`src/rtl/rtpm_pkg.sv`:
```
// Package for the route table prefix match block.
// Holds table sizing, entry layout, request/status codes and sequencer states.
// No dependencies.
package rtpm_pkg;

  localparam int TABLE_DEPTH = 16;
  localparam int IDX_W = $clog2(TABLE_DEPTH);
  localparam int CNT_W = $clog2(TABLE_DEPTH + 1);

  typedef struct packed {
    logic        prot;
    logic        valid;
    logic [31:0] hop;
    logic [31:0] mask;
    logic [31:0] prefix;
  } entry_t;

  localparam int ENTRY_W = $bits(entry_t);

  typedef enum logic [1:0] {
    REQ_ADD    = 2'd0,
    REQ_DEL    = 2'd1,
    REQ_LOOKUP = 2'd2
  } req_t;

  typedef enum logic [1:0] {
    ST_OK        = 2'd0,
    ST_NOTFOUND  = 2'd1,
    ST_PROTECTED = 2'd2,
    ST_FULL      = 2'd3
  } status_t;

  typedef enum logic [1:0] {
    KIND_NONE   = 2'd0,
    KIND_DIRECT = 2'd1,
    KIND_HOP    = 2'd2
  } kind_t;

  typedef enum logic [1:0] {
    S_CLEAR,
    S_IDLE,
    S_SCAN,
    S_FIN
  } state_t;

  // Compare results for one table entry against the held request
  typedef struct packed {
    logic free;
    logic exact;
    logic hit;
    logic wider;
  } cmp_t;

endpackage

```
`src/rtl/rtpm_if.sv`:
```
// Request and response channel interfaces for the route table block.
// Valid/ready handshake; no package dependency.
interface rtpm_req_if;
  logic        valid;
  logic        ready;
  logic [1:0]  req_type;
  logic [31:0] address;
  logic [31:0] prefix_mask;
  logic [31:0] next_hop_in;
  logic        protect_entry;

  modport source (output valid, req_type, address, prefix_mask, next_hop_in,
                  protect_entry, input ready);
  modport sink   (input valid, req_type, address, prefix_mask, next_hop_in,
                  protect_entry, output ready);
endinterface

interface rtpm_rsp_if;
  logic        valid;
  logic        ready;
  logic [1:0]  status;
  logic [1:0]  route_kind;
  logic [31:0] next_hop;

  modport source (output valid, status, route_kind, next_hop, input ready);
  modport sink   (input valid, status, route_kind, next_hop, output ready);
endinterface

```
`src/rtl/rtpm_ram.sv`:
```
// Generic simple dual-port RAM: one write port, one registered read port.
// No dependencies.
module rtpm_ram #(
  parameter int DEPTH = 16,
  parameter int WIDTH = 32
) (
  input  logic                     clk,
  input  logic                     we,
  input  logic [$clog2(DEPTH)-1:0] waddr,
  input  logic [WIDTH-1:0]         wdata,
  input  logic                     re,
  input  logic [$clog2(DEPTH)-1:0] raddr,
  output logic [WIDTH-1:0]         rdata
);

  logic [WIDTH-1:0] mem [DEPTH];

  always_ff @(posedge clk) begin
    if (we) begin
      mem[waddr] <= wdata;
    end
  end

  always_ff @(posedge clk) begin
    if (re) begin
      rdata <= mem[raddr];
    end
  end

endmodule

```
`src/rtl/rtpm_cmp.sv`:
```
// Shared compare unit: checks one table entry against the held request.
// Depends on rtpm_pkg.
module rtpm_cmp (
  input  rtpm_pkg::entry_t entry,
  input  logic [31:0]      address,
  input  logic [31:0]      mask,
  input  logic [31:0]      hop,
  input  logic [31:0]      best_mask,
  output rtpm_pkg::cmp_t   res
);
  import rtpm_pkg::*;

  always_comb begin
    res.free  = !entry.valid;
    res.exact = entry.valid && entry.prefix == address && entry.mask == mask &&
                entry.hop == hop;
    res.hit   = entry.valid && (address & entry.mask) == entry.prefix;
    res.wider = entry.mask > best_mask;
  end

endmodule

```
`src/rtl/route_table_prefix_match_top.sv`:
```
// Top level of the route table with longest-prefix lookup.
// Depends on rtpm_pkg, rtpm_if, rtpm_ram and rtpm_cmp.
//
//   channel  direction  fields
//   req      in         req_type, address, prefix_mask, next_hop_in, protect_entry
//   rsp      out        status, route_kind, next_hop
//
// Every request scans all TABLE_DEPTH slots through one RAM read port and one
// compare unit: it is taken only in the idle state, the scan state issues the
// TABLE_DEPTH reads and compares the registered read data as it returns, and the
// finish state writes the table and registers the response.
// After reset a clearing pass writes every slot with ready low.
// The finish cycle waits while an earlier response has not been taken.
module route_table_prefix_match_top (
  input logic       clk,
  input logic       rst,
  rtpm_req_if.sink  req,
  rtpm_rsp_if.source rsp
);
  import rtpm_pkg::*;

  state_t state, state_next;

  logic [CNT_W-1:0] cnt;
  logic             rd_vld;
  logic [IDX_W-1:0] rd_idx;

  logic [1:0]  req_kind;
  logic [31:0] req_addr;
  logic [31:0] req_mask;
  logic [31:0] req_hop;
  logic        req_prot;

  logic             found;
  logic [IDX_W-1:0] best_idx;
  logic             best_prot;
  logic [31:0]      best_mask;
  logic [31:0]      best_hop;

  logic        rsp_valid;
  logic [1:0]  rsp_status;
  logic [1:0]  rsp_kind;
  logic [31:0] rsp_hop;

  logic             ram_we;
  logic [IDX_W-1:0] ram_waddr;
  entry_t           ram_wdata;
  logic             ram_re;
  logic [IDX_W-1:0] ram_raddr;
  entry_t           ram_rdata;
  cmp_t             cmp;

  logic accept;
  logic scan_done;
  logic fin_go;

  assign accept    = req.valid && req.ready;
  assign scan_done = state == S_SCAN && cnt == CNT_W'(TABLE_DEPTH) && !rd_vld;
  assign fin_go    = state == S_FIN && (!rsp_valid || rsp.ready);

  rtpm_ram #(
    .DEPTH(TABLE_DEPTH),
    .WIDTH(ENTRY_W)
  ) u_ram (
    .clk  (clk),
    .we   (ram_we),
    .waddr(ram_waddr),
    .wdata(ram_wdata),
    .re   (ram_re),
    .raddr(ram_raddr),
    .rdata(ram_rdata)
  );

  rtpm_cmp u_cmp (
    .entry    (ram_rdata),
    .address  (req_addr),
    .mask     (req_mask),
    .hop      (req_hop),
    .best_mask(best_mask),
    .res      (cmp)
  );

  // Next state
  always_comb begin
    state_next = state;
    case (state)
      S_CLEAR: if (cnt == CNT_W'(TABLE_DEPTH - 1)) state_next = S_IDLE;
      S_IDLE:  if (accept) state_next = S_SCAN;
      S_SCAN:  if (scan_done) state_next = S_FIN;
      S_FIN:   if (fin_go) state_next = S_IDLE;
      default: state_next = S_IDLE;
    endcase
  end

  // Control outputs
  always_comb begin
    req.ready = 1'b0;
    ram_we    = 1'b0;
    ram_waddr = best_idx;
    ram_wdata = '0;
    ram_re    = 1'b0;
    ram_raddr = cnt[IDX_W-1:0];
    case (state)
      S_CLEAR: begin
        ram_we    = 1'b1;
        ram_waddr = cnt[IDX_W-1:0];
      end
      S_IDLE: begin
        req.ready = 1'b1;
      end
      S_SCAN: begin
        ram_re = cnt < CNT_W'(TABLE_DEPTH);
      end
      S_FIN: begin
        if (fin_go && found) begin
          case (req_kind)
            REQ_ADD: begin
              ram_we    = 1'b1;
              ram_wdata = '{prot: req_prot, valid: 1'b1, hop: req_hop,
                            mask: req_mask, prefix: req_addr};
            end
            REQ_DEL: begin
              // clear the slot unless protected
              ram_we = !best_prot;
            end
            default: ram_we = 1'b0;
          endcase
        end
      end
      default: req.ready = 1'b0;
    endcase
  end

  always_ff @(posedge clk) begin
    if (rst) begin
      state <= S_CLEAR;
      cnt   <= '0;
    end else begin
      state <= state_next;
      if (accept) begin
        cnt <= '0;
      end else if ((state == S_CLEAR || state == S_SCAN) &&
                   cnt < CNT_W'(TABLE_DEPTH)) begin
        cnt <= cnt + 1'b1;
      end
    end
  end

  // Hold request fields for the scan
  always_ff @(posedge clk) begin
    if (accept) begin
      req_kind <= req.req_type;
      req_addr <= req.address;
      req_mask <= req.prefix_mask;
      req_hop  <= req.next_hop_in;
      req_prot <= req.protect_entry;
    end
  end

  always_ff @(posedge clk) begin
    if (rst) begin
      rd_vld <= 1'b0;
      found  <= 1'b0;
    end else if (accept) begin
      rd_vld <= 1'b0;
      found  <= 1'b0;
    end else begin
      rd_vld <= ram_re;
      if (rd_vld) begin
        case (req_kind)
          REQ_ADD:    if (cmp.free && !found) found <= 1'b1;
          REQ_DEL:    if (cmp.exact && !found) found <= 1'b1;
          REQ_LOOKUP: if (cmp.hit) found <= 1'b1;
          default:    found <= found;
        endcase
      end
    end
  end

  always_ff @(posedge clk) begin
    rd_idx <= ram_raddr;
    if (rd_vld) begin
      case (req_kind)
        REQ_ADD: begin
          if (cmp.free && !found) best_idx <= rd_idx;
        end
        REQ_DEL: begin
          if (cmp.exact && !found) begin
            best_idx  <= rd_idx;
            best_prot <= ram_rdata.prot;
          end
        end
        REQ_LOOKUP: begin
          // keep the first of equal masks
          if (cmp.hit && (!found || cmp.wider)) begin
            best_idx  <= rd_idx;
            best_mask <= ram_rdata.mask;
            best_hop  <= ram_rdata.hop;
          end
        end
        default: best_idx <= best_idx;
      endcase
    end
  end

  always_ff @(posedge clk) begin
    if (rst) begin
      rsp_valid <= 1'b0;
    end else if (fin_go) begin
      rsp_valid <= 1'b1;
    end else if (rsp.ready) begin
      rsp_valid <= 1'b0;
    end
  end

  always_ff @(posedge clk) begin
    if (fin_go) begin
      rsp_status <= ST_OK;
      rsp_kind   <= KIND_NONE;
      rsp_hop    <= '0;
      case (req_kind)
        REQ_ADD: begin
          if (!found) rsp_status <= ST_FULL;
        end
        REQ_DEL: begin
          if (!found) begin
            rsp_status <= ST_NOTFOUND;
          end else if (best_prot) begin
            rsp_status <= ST_PROTECTED;
          end
        end
        REQ_LOOKUP: begin
          if (!found) begin
            rsp_status <= ST_NOTFOUND;
          end else if (best_hop == '0) begin
            rsp_kind <= KIND_DIRECT;
          end else begin
            rsp_kind <= KIND_HOP;
            rsp_hop  <= best_hop;
          end
        end
        default: rsp_status <= ST_OK;
      endcase
    end
  end

  assign rsp.valid      = rsp_valid;
  assign rsp.status     = rsp_status;
  assign rsp.route_kind = rsp_kind;
  assign rsp.next_hop   = rsp_hop;

`ifndef SYNTH
  a_no_accept_in_clear: assert property (@(posedge clk) disable iff (rst)
    state == S_CLEAR |-> !req.ready)
    else $error("request taken during clearing pass");

  a_accept_starts_scan: assert property (@(posedge clk) disable iff (rst)
    accept |=> state == S_SCAN && cnt == '0)
    else $error("accepted transaction did not start a scan");

  a_write_when_allowed: assert property (@(posedge clk) disable iff (rst)
    ram_we |-> (state == S_CLEAR || fin_go))
    else $error("table write outside clear or finish");

  a_finish_gives_rsp: assert property (@(posedge clk) disable iff (rst)
    fin_go |=> rsp_valid && state == S_IDLE)
    else $error("finished request produced no response");
`endif

endmodule

```
`src/flat_wrapper.sv`:
```
// flat-port wrapper written by rule: the top's interface ports become plain ports
module route_table_prefix_match_top_flat import rtpm_pkg::*;
  (clk, rst, req_valid, req_req_type, req_address, req_prefix_mask, req_next_hop_in, req_protect_entry, req_ready, rsp_valid, rsp_status, rsp_route_kind, rsp_next_hop, rsp_ready);
  rtpm_req_if req_i ();
  rtpm_rsp_if rsp_i ();
  input logic clk;
  input logic rst;
  input wire logic [$bits(req_i.valid)-1:0] req_valid;
  input wire logic [$bits(req_i.req_type)-1:0] req_req_type;
  input wire logic [$bits(req_i.address)-1:0] req_address;
  input wire logic [$bits(req_i.prefix_mask)-1:0] req_prefix_mask;
  input wire logic [$bits(req_i.next_hop_in)-1:0] req_next_hop_in;
  input wire logic [$bits(req_i.protect_entry)-1:0] req_protect_entry;
  output wire logic [$bits(req_i.ready)-1:0] req_ready;
  output wire logic [$bits(rsp_i.valid)-1:0] rsp_valid;
  output wire logic [$bits(rsp_i.status)-1:0] rsp_status;
  output wire logic [$bits(rsp_i.route_kind)-1:0] rsp_route_kind;
  output wire logic [$bits(rsp_i.next_hop)-1:0] rsp_next_hop;
  input wire logic [$bits(rsp_i.ready)-1:0] rsp_ready;
  assign req_i.valid = req_valid;
  assign req_i.req_type = req_req_type;
  assign req_i.address = req_address;
  assign req_i.prefix_mask = req_prefix_mask;
  assign req_i.next_hop_in = req_next_hop_in;
  assign req_i.protect_entry = req_protect_entry;
  assign req_ready = req_i.ready;
  assign rsp_valid = rsp_i.valid;
  assign rsp_status = rsp_i.status;
  assign rsp_route_kind = rsp_i.route_kind;
  assign rsp_next_hop = rsp_i.next_hop;
  assign rsp_i.ready = rsp_ready;
  route_table_prefix_match_top u_core (.clk(clk), .rst(rst), .req(req_i), .rsp(rsp_i));
endmodule
```
`config.mk`:
```
export PLATFORM = sky130hd
export DESIGN_NAME = route_table_prefix_match_top_flat
export DESIGN_NICKNAME = d
export VERILOG_FILES = /design/src/rtl/rtpm_pkg.sv /design/src/rtl/rtpm_if.sv /design/src/rtl/rtpm_ram.sv /design/src/rtl/rtpm_cmp.sv /design/src/rtl/route_table_prefix_match_top.sv /design/src/flat_wrapper.sv
export SDC_FILE = /design/constraint.sdc
export NUM_CORES = 2
export LEC_CHECK = 0
export BUFFER_PORTS_ARGS = -buffer_cell sky130_fd_sc_hd__buf_4
export CAP_MARGIN = 20
export CORE_ASPECT_RATIO = 1.75
export CORE_UTILIZATION = 62
export CTS_CLUSTER_SIZE = 12
export DETAILED_ROUTE_END_ITERATION = 8
export HOLD_SLACK_MARGIN = 0.03
export PLACE_DENSITY = 0.77
export SETUP_SLACK_MARGIN = 0.1
export SYNTH_ARGS = -nofsm -noshare
export SYNTH_HDL_FRONTEND = slang
export SYNTH_SLANG_ARGS = --single-unit
```
`constraint.sdc`:
```
create_clock -name clk -period 17.91 [get_ports clk]
set_input_delay 0.8955 -clock clk [delete_from_list [all_inputs] [get_ports clk]]
set_output_delay 0.8955 -clock clk [all_outputs]
set_load 0.005 [all_outputs]
```
# Yosys cells after proc, flatten, opt, wreduce, memory -nomap -nowiden
# Memories as Yosys holds them, arrays and structs flattened. A register that Yosys moved wholly into a read port is not among the register bits.
# Index checks and enable logic that the tools add are counted.
# Widths: inputs -> output; s select.
# totals
mem_bits_rw	1568
output_inout_bits	38
inputBits	103
reg_bits	218
elab_cells	110
memories	1
# classes
n_lt_le_gt_ge	2
n_addsub	1
eq_ne	19
bitwise_logic	3
n_reduce_logical	34
n_mux	32
# memory_table
memory	words	width	read_ports	rd_ports_with_merged_regs	write_ports	line	rtl
u_core.u_ram.mem	16	98	1	1	1	rtpm_ram.sv:16	logic [WIDTH-1:0] mem [DEPTH];
# op_table
operator	count
$mux 98	3
$eq 32x32->1	4
$and 32x32->32	1
$gt 32x32->1	1
$logic_not 32->1	1
$mux 2	8
$mux 4	4
$ne 2x1->1 const B	8
$logic_and 1x1->1	13
$pmux 4 s3	1
$mux 1	11
$reduce_and 5->1	2
$pmux 2 s4	1
$eq 2x2->1 const B	3
$pmux 2 s3	1
$reduce_and 3->1	2
$add 5x1->5 const B	1
$eq 5x4->1 const B	1
$eq 5x5->1 const B	1
$logic_not 1->1	5
$lt 5x5->1 const B	1
$eq 2x1->1 const B	2
$logic_not 2->1	2
$pmux 1 s2	2
other kinds (9)	12

# Depth between registers and ports, before layout
# logic_depth
depth_word	8
ltp_mapped	10
depth_no_buf	9

# Cells and area by module
# From an unflattened synthesis, not the netlist that was laid out.
# hier_totals
hier_cells	3313
area_unflattened_um2	71855.2
# by_module_without_submodules
mod	cells_per_inst	n_inst	seq_area_each_um2	area_each_um2
rtpm_ram	2510	1	50028.0	61499.0
route_table_prefix_match_top	449	1	6406.1	7908.8
rtpm_cmp	354	1	0.0	2447.3

# Worst setup path after synthesis
# Ideal clock, no wire load.
# synth_path
path_kind	input-to-reg
start	input port rsp_ready
end	memory u_core.u_ram.mem[8][0] in the netlist's numbering, enable pin
required_ns	17.115
path_slack_ns	4.474
path_buffers	0
cell_stages	4
setup_time_ns	0.795
arrival_time_ns	12.642
cell_sequence	nor2b_1 -> nor2b_1 -> a41oi_1 -> nor4_1
# synth_between
elab_chain_len	7
# synth_lines
item	line	rtl
from (decl)	flat_wrapper.sv:19	input wire logic [$bits(rsp_i.ready)-1:0] rsp_ready;
$logic_or 1x1->1	route_table_prefix_match_top.sv:59	assign fin_go = state == S_FIN && (!rsp_valid || rsp.ready);
$logic_and 1x1->1	route_table_prefix_match_top.sv:59	
named net u_core.fin_go	route_table_prefix_match_top.sv:55	logic fin_go;
$logic_and 1x1->1	route_table_prefix_match_top.sv:115	if (fin_go && found) begin
$mux 1	route_table_prefix_match_top.sv:115	
$pmux 1 s2	route_table_prefix_match_top.sv:103	case (state)
$mux 1	rtpm_ram.sv:19	if (we) begin
$mux 1 (not written as such)	rtpm_ram.sv:20	mem[waddr] <= wdata;
to (decl)	rtpm_ram.sv:16	
# The timed path passes the listed nets, and every way through them passes these cells.

# Final worst setup path
# layout_path
start	register u_core.cnt[0]
end	register u_core.u_ram.rdata[32] (read register of u_core.u_ram.mem) (data pin)
# layout_between
elab_chain_len	2
# layout_lines
item	line	rtl
from (decl)	route_table_prefix_match_top.sv:24	logic [CNT_W-1:0] cnt;
from (signal assigned)	route_table_prefix_match_top.sv:144	cnt <= cnt + 1'b1;
$lt 5x5->1	route_table_prefix_match_top.sv:112	ram_re = cnt < CNT_W'(TABLE_DEPTH);
$mux 1	route_table_prefix_match_top.sv:103	
to (decl)	rtpm_ram.sv:13	output logic [WIDTH-1:0] rdata
# Several ways; a longest one is shown, not always the timed one.
# A chain may end at the register's enable or synchronous reset.

==> metrics.md <==
| Metric | Value |
|---|---|
| Pin count of the biggest net entering global routing | between 90 and 100 |
| Post-detail-place hpwl | 103 mm |
| Clk_lat worst skew | roughly 0.8 ns |
| Maximum vdd drop | between 100 and 150 uV |
| Leading post-synthesis cells by cell area | edfxtp_1, mux4_2, and2_1, ha_1, xnor2_1 |
| Final Max Tran Viols | 0 |
| Number of clock sinks | 1,884 |
| Hold violation count in the final report | 0 |
| Syn Area/Cell | 23.0 sq um |
| Crit path time final | 5.22 ns |
| Hold Path Class | in -> reg |
| DRT Pass-1 Iters | 7 |
| Number of global-route vias before repair | between 30,000 and 40,000 |
| Net Sw Power | around 2.2 mW |
| Antenna Nets Post-Route | 0 |
| CP required | between 15 and 20 ns |
| Static Leak | between 20 and 30 nW |
| Reg clk slew, reported paths | roughly 0.060 ns |
| Worst Setup SP | u_core.cnt[0] |
| Mapped Nets | about 3,300 |
| Startpoint Class | flop |
| Total power | around 9.5 mW |
| Cell Pwr Density | approximately 120 nW/um^2 |
| Worst R2R Start | u_core.cnt[0] |
| Layout cells sized above 1 | 0.271 |
| Worst EP arrival | 5.74 ns |
| Drt total wl | 192 mm |
| Fmax achieved | 192 MHz |
| HP Start | req_address[5] |
| Post-synth ARST share | 0 |
| CTS resizes | 0 |
| Setup Total Neg Slack | 0 ns |
| Placed inst area | 75,100 sq um |
| CTS tree | yes |
| Synthesis Warnings | 0 |
| Sequential share of power | 0.540 |
| Site Rows | 165 |
| RSZ-0062 raised after global routing | false |
| Slew HR | 0.215 |
| Hold-critical path depth | 1 |
| Area Overhead vs Synth | 11.2% |
| Syn Std Cell Area | slightly above 70,000 sq um |
| R2R Setup Slk | between 10 and 15 ns |
| Skew final | approximately 0.031 ns |
| Core box area | about 120,000 sq um |
| GRT Util Overall | 0.334 |
| Post-synth EDFFs | 1,870 |
| Post-synth top area share | 0.779 |
| Comb power frac | 0.104 |
| CP endpoint kind | flop |
| Outcome | complete, no violations |
| Setup CP Type | reg -> reg |
| Max FO, Critical Path | 96 |
| WL/cell | slightly below 40 um |
| Via/cell ratio | 7.19 |
| Min-Delay Endpoint | u_core.req_addr[5] |
| Placed cell count | about 4,700 |
| Initial DRC Count | around 5,000 |
| Io pins | around 140 |
| Layout Cells excl Fill | ~5,000 |
| Synthesis-stage register bit count | 1,884 |
| Switching Share | 0.229 |
| Initial antenna violation count | 4 |
| Root Buffer | clkbuf_16 |
| Die area | approximately 120,000 sq um |
| Most frequent cells in the layout | edfxtp_1, mux4_2, buf_4 |
| Final Wtd Congestion | between 0.9 and 1 |
| # H-tree levels | 4 |
| Via count | 35,600 |
| Post-CTS Hold Buffers | 0 |
| Fin crit share | 0.291 |
| Register-to-Register Path Depth | 7 |
| Cell Int Power | around 7.3 mW |
| GRT overflow | 0 |
| Setup Buffers After CTS | 0 |
| Initial Util | 0.625 |
| Yosys top cell by area | edfxtp_1 |
| Clock share of power | 0.356 |
| Global-route wire length before repair | about 270 mm |
| Final instance area | roughly 80,000 sq um |
| Count of cell types in the netlist | 58 |
| Max-cap violations | 0 |
| Ys flop type | edfxtp_1 |
| TritonCTS buffer count | between 150 and 200 |
| Die X | ~260 um |
| Synthesized instance count | 3,129 |
| Seq/Total Area, Yosys | 0.783 |
| Die outline height | ~450 um |
| Reg-to-Reg End | u_core.u_ram.rdata[32] |
| Port Buffers | 140 |
| Clk buf depth | 3 |
| Final setup vio count | 0 |
| Final nets | roughly 3,500 |
| Most common cell after layout, fill and taps aside | edfxtp_1 |
| Drc violations | 0 |
| Worst-margin pin slew | around 1.2 ns |
cell type report:
cell class	instances	area, sq um
timing repair buffer	208	1670
inverter	81	312
clock inverter	16	171
sequential	1884	56400
antenna	8	20.0
tap	1503	1880
multi-input combinational	1037	15000
fill	6481	35300
clock buffer	215	4700
metrics by stage:
stage	hold WS, ns	util	worst slack [ns]
after floorplan	0.352	-	4.47
after global placement	0.391	0.651	12.46
after detailed placement	0.391	0.651	12.31
after CTS	0.218	0.693	12.26
after global routing	0.241	0.694	12.19
final	0.274	0.695	12.69
synth_stat cells, types with 4 or more instances:
library cell and number:
buf_2 34, o2bb2ai_1 4, mux4_2 490, nor2_1 30, edfxtp_1 1870, and3_1 5, dfxtp_1 14, nand3_1 10
xnor2_1 40, nand3b_1 6, o2111ai_1 10, nand2_1 25, xor2_1 11, nor3b_1 4, nor4_1 24, o21ai_0 9
inv_1 79, nor3_1 14, clkbuf_1 81, buf_1 12, and2_1 130, nor2b_1 36, a2111o_1 9, ha_1 40
nand2b_1 30, nand4_1 27, o22ai_1 17, a21oi_1 20
critical path, cell delays in order, from the launching register on:
cell     delay [ns]
dfxtp_4        0.65
buf_4          0.78
buf_12         0.55
buf_4          0.87
buf_4          0.38
buf_16         0.33
mux4_2         0.59
mux4_2         0.49
worst max path at each step:
| stage | end | slack, ns |
|---|---|---|
| finish | u_core.u_ram.rdata[32] | 12.69 |
| detailed placement | u_core.u_ram.rdata[65] | 12.31 |
| global route | u_core.u_ram.rdata[32] | 12.19 |
| global placement | u_core.u_ram.rdata[71] | 12.46 |
| floorplan | u_core.u_ram.mem[8][0] | 4.47 |
| CTS | u_core.u_ram.rdata[32] | 12.26 |
routing by layer:
metal / up-vias / GRT usage / routed length, um
li1: 13600 / - / -
met1: 18700 / 0.428 / 64800
met2: 2804 / 0.552 / 97400
met3: 537 / 0.0611 / 18800
met4: 2 / 0.172 / 11300
met5: - / 0 / 8
registers in the layout, indices dropped and copies added (netlist names), 2 cells and up:
signal / cells
u_core.best_mask: 32
u_core.cnt: 5
u_core.req_addr: 32
u_core.req_hop: 32
u_core.u_ram.mem: 1568
u_core.req_kind: 2
u_core.rd_idx: 4
u_core.rsp.route_kind: 2
u_core.best_hop: 32
u_core.state: 2
u_core.req_mask: 32
u_core.u_ram.rdata: 98
u_core.rsp.status: 2
u_core.best_idx: 4
u_core.rsp.next_hop: 32
power groups by stage:
| stage | sequential (mW) | clock, mW | combinational [mW] |
|---|---|---|---|
| 2_1_floorplan | 5.19 | 0 | 0.686 |
| 5_1_grt | 5.13 | 3.54 | 1.03 |
| 3_5_place_dp | 5.20 | 0 | 0.972 |
| 3_3_place_gp | 5.18 | 0 | 0.962 |
| 6_report | 5.12 | 3.37 | 0.991 |
| 4_1_cts | 5.12 | 3.40 | 0.996 |
logic make-up after synthesis:
logic type      Yosys count  synth area share
flops                  1884             0.783
mux                     491             0.153
simple gates            353            0.0290
buf+inv                 208            0.0114
compound gates          102            0.0104
xor+xnor                 51           0.00620
fa+ha+maj                40           0.00694
Power figures use the tool's default switching activity.
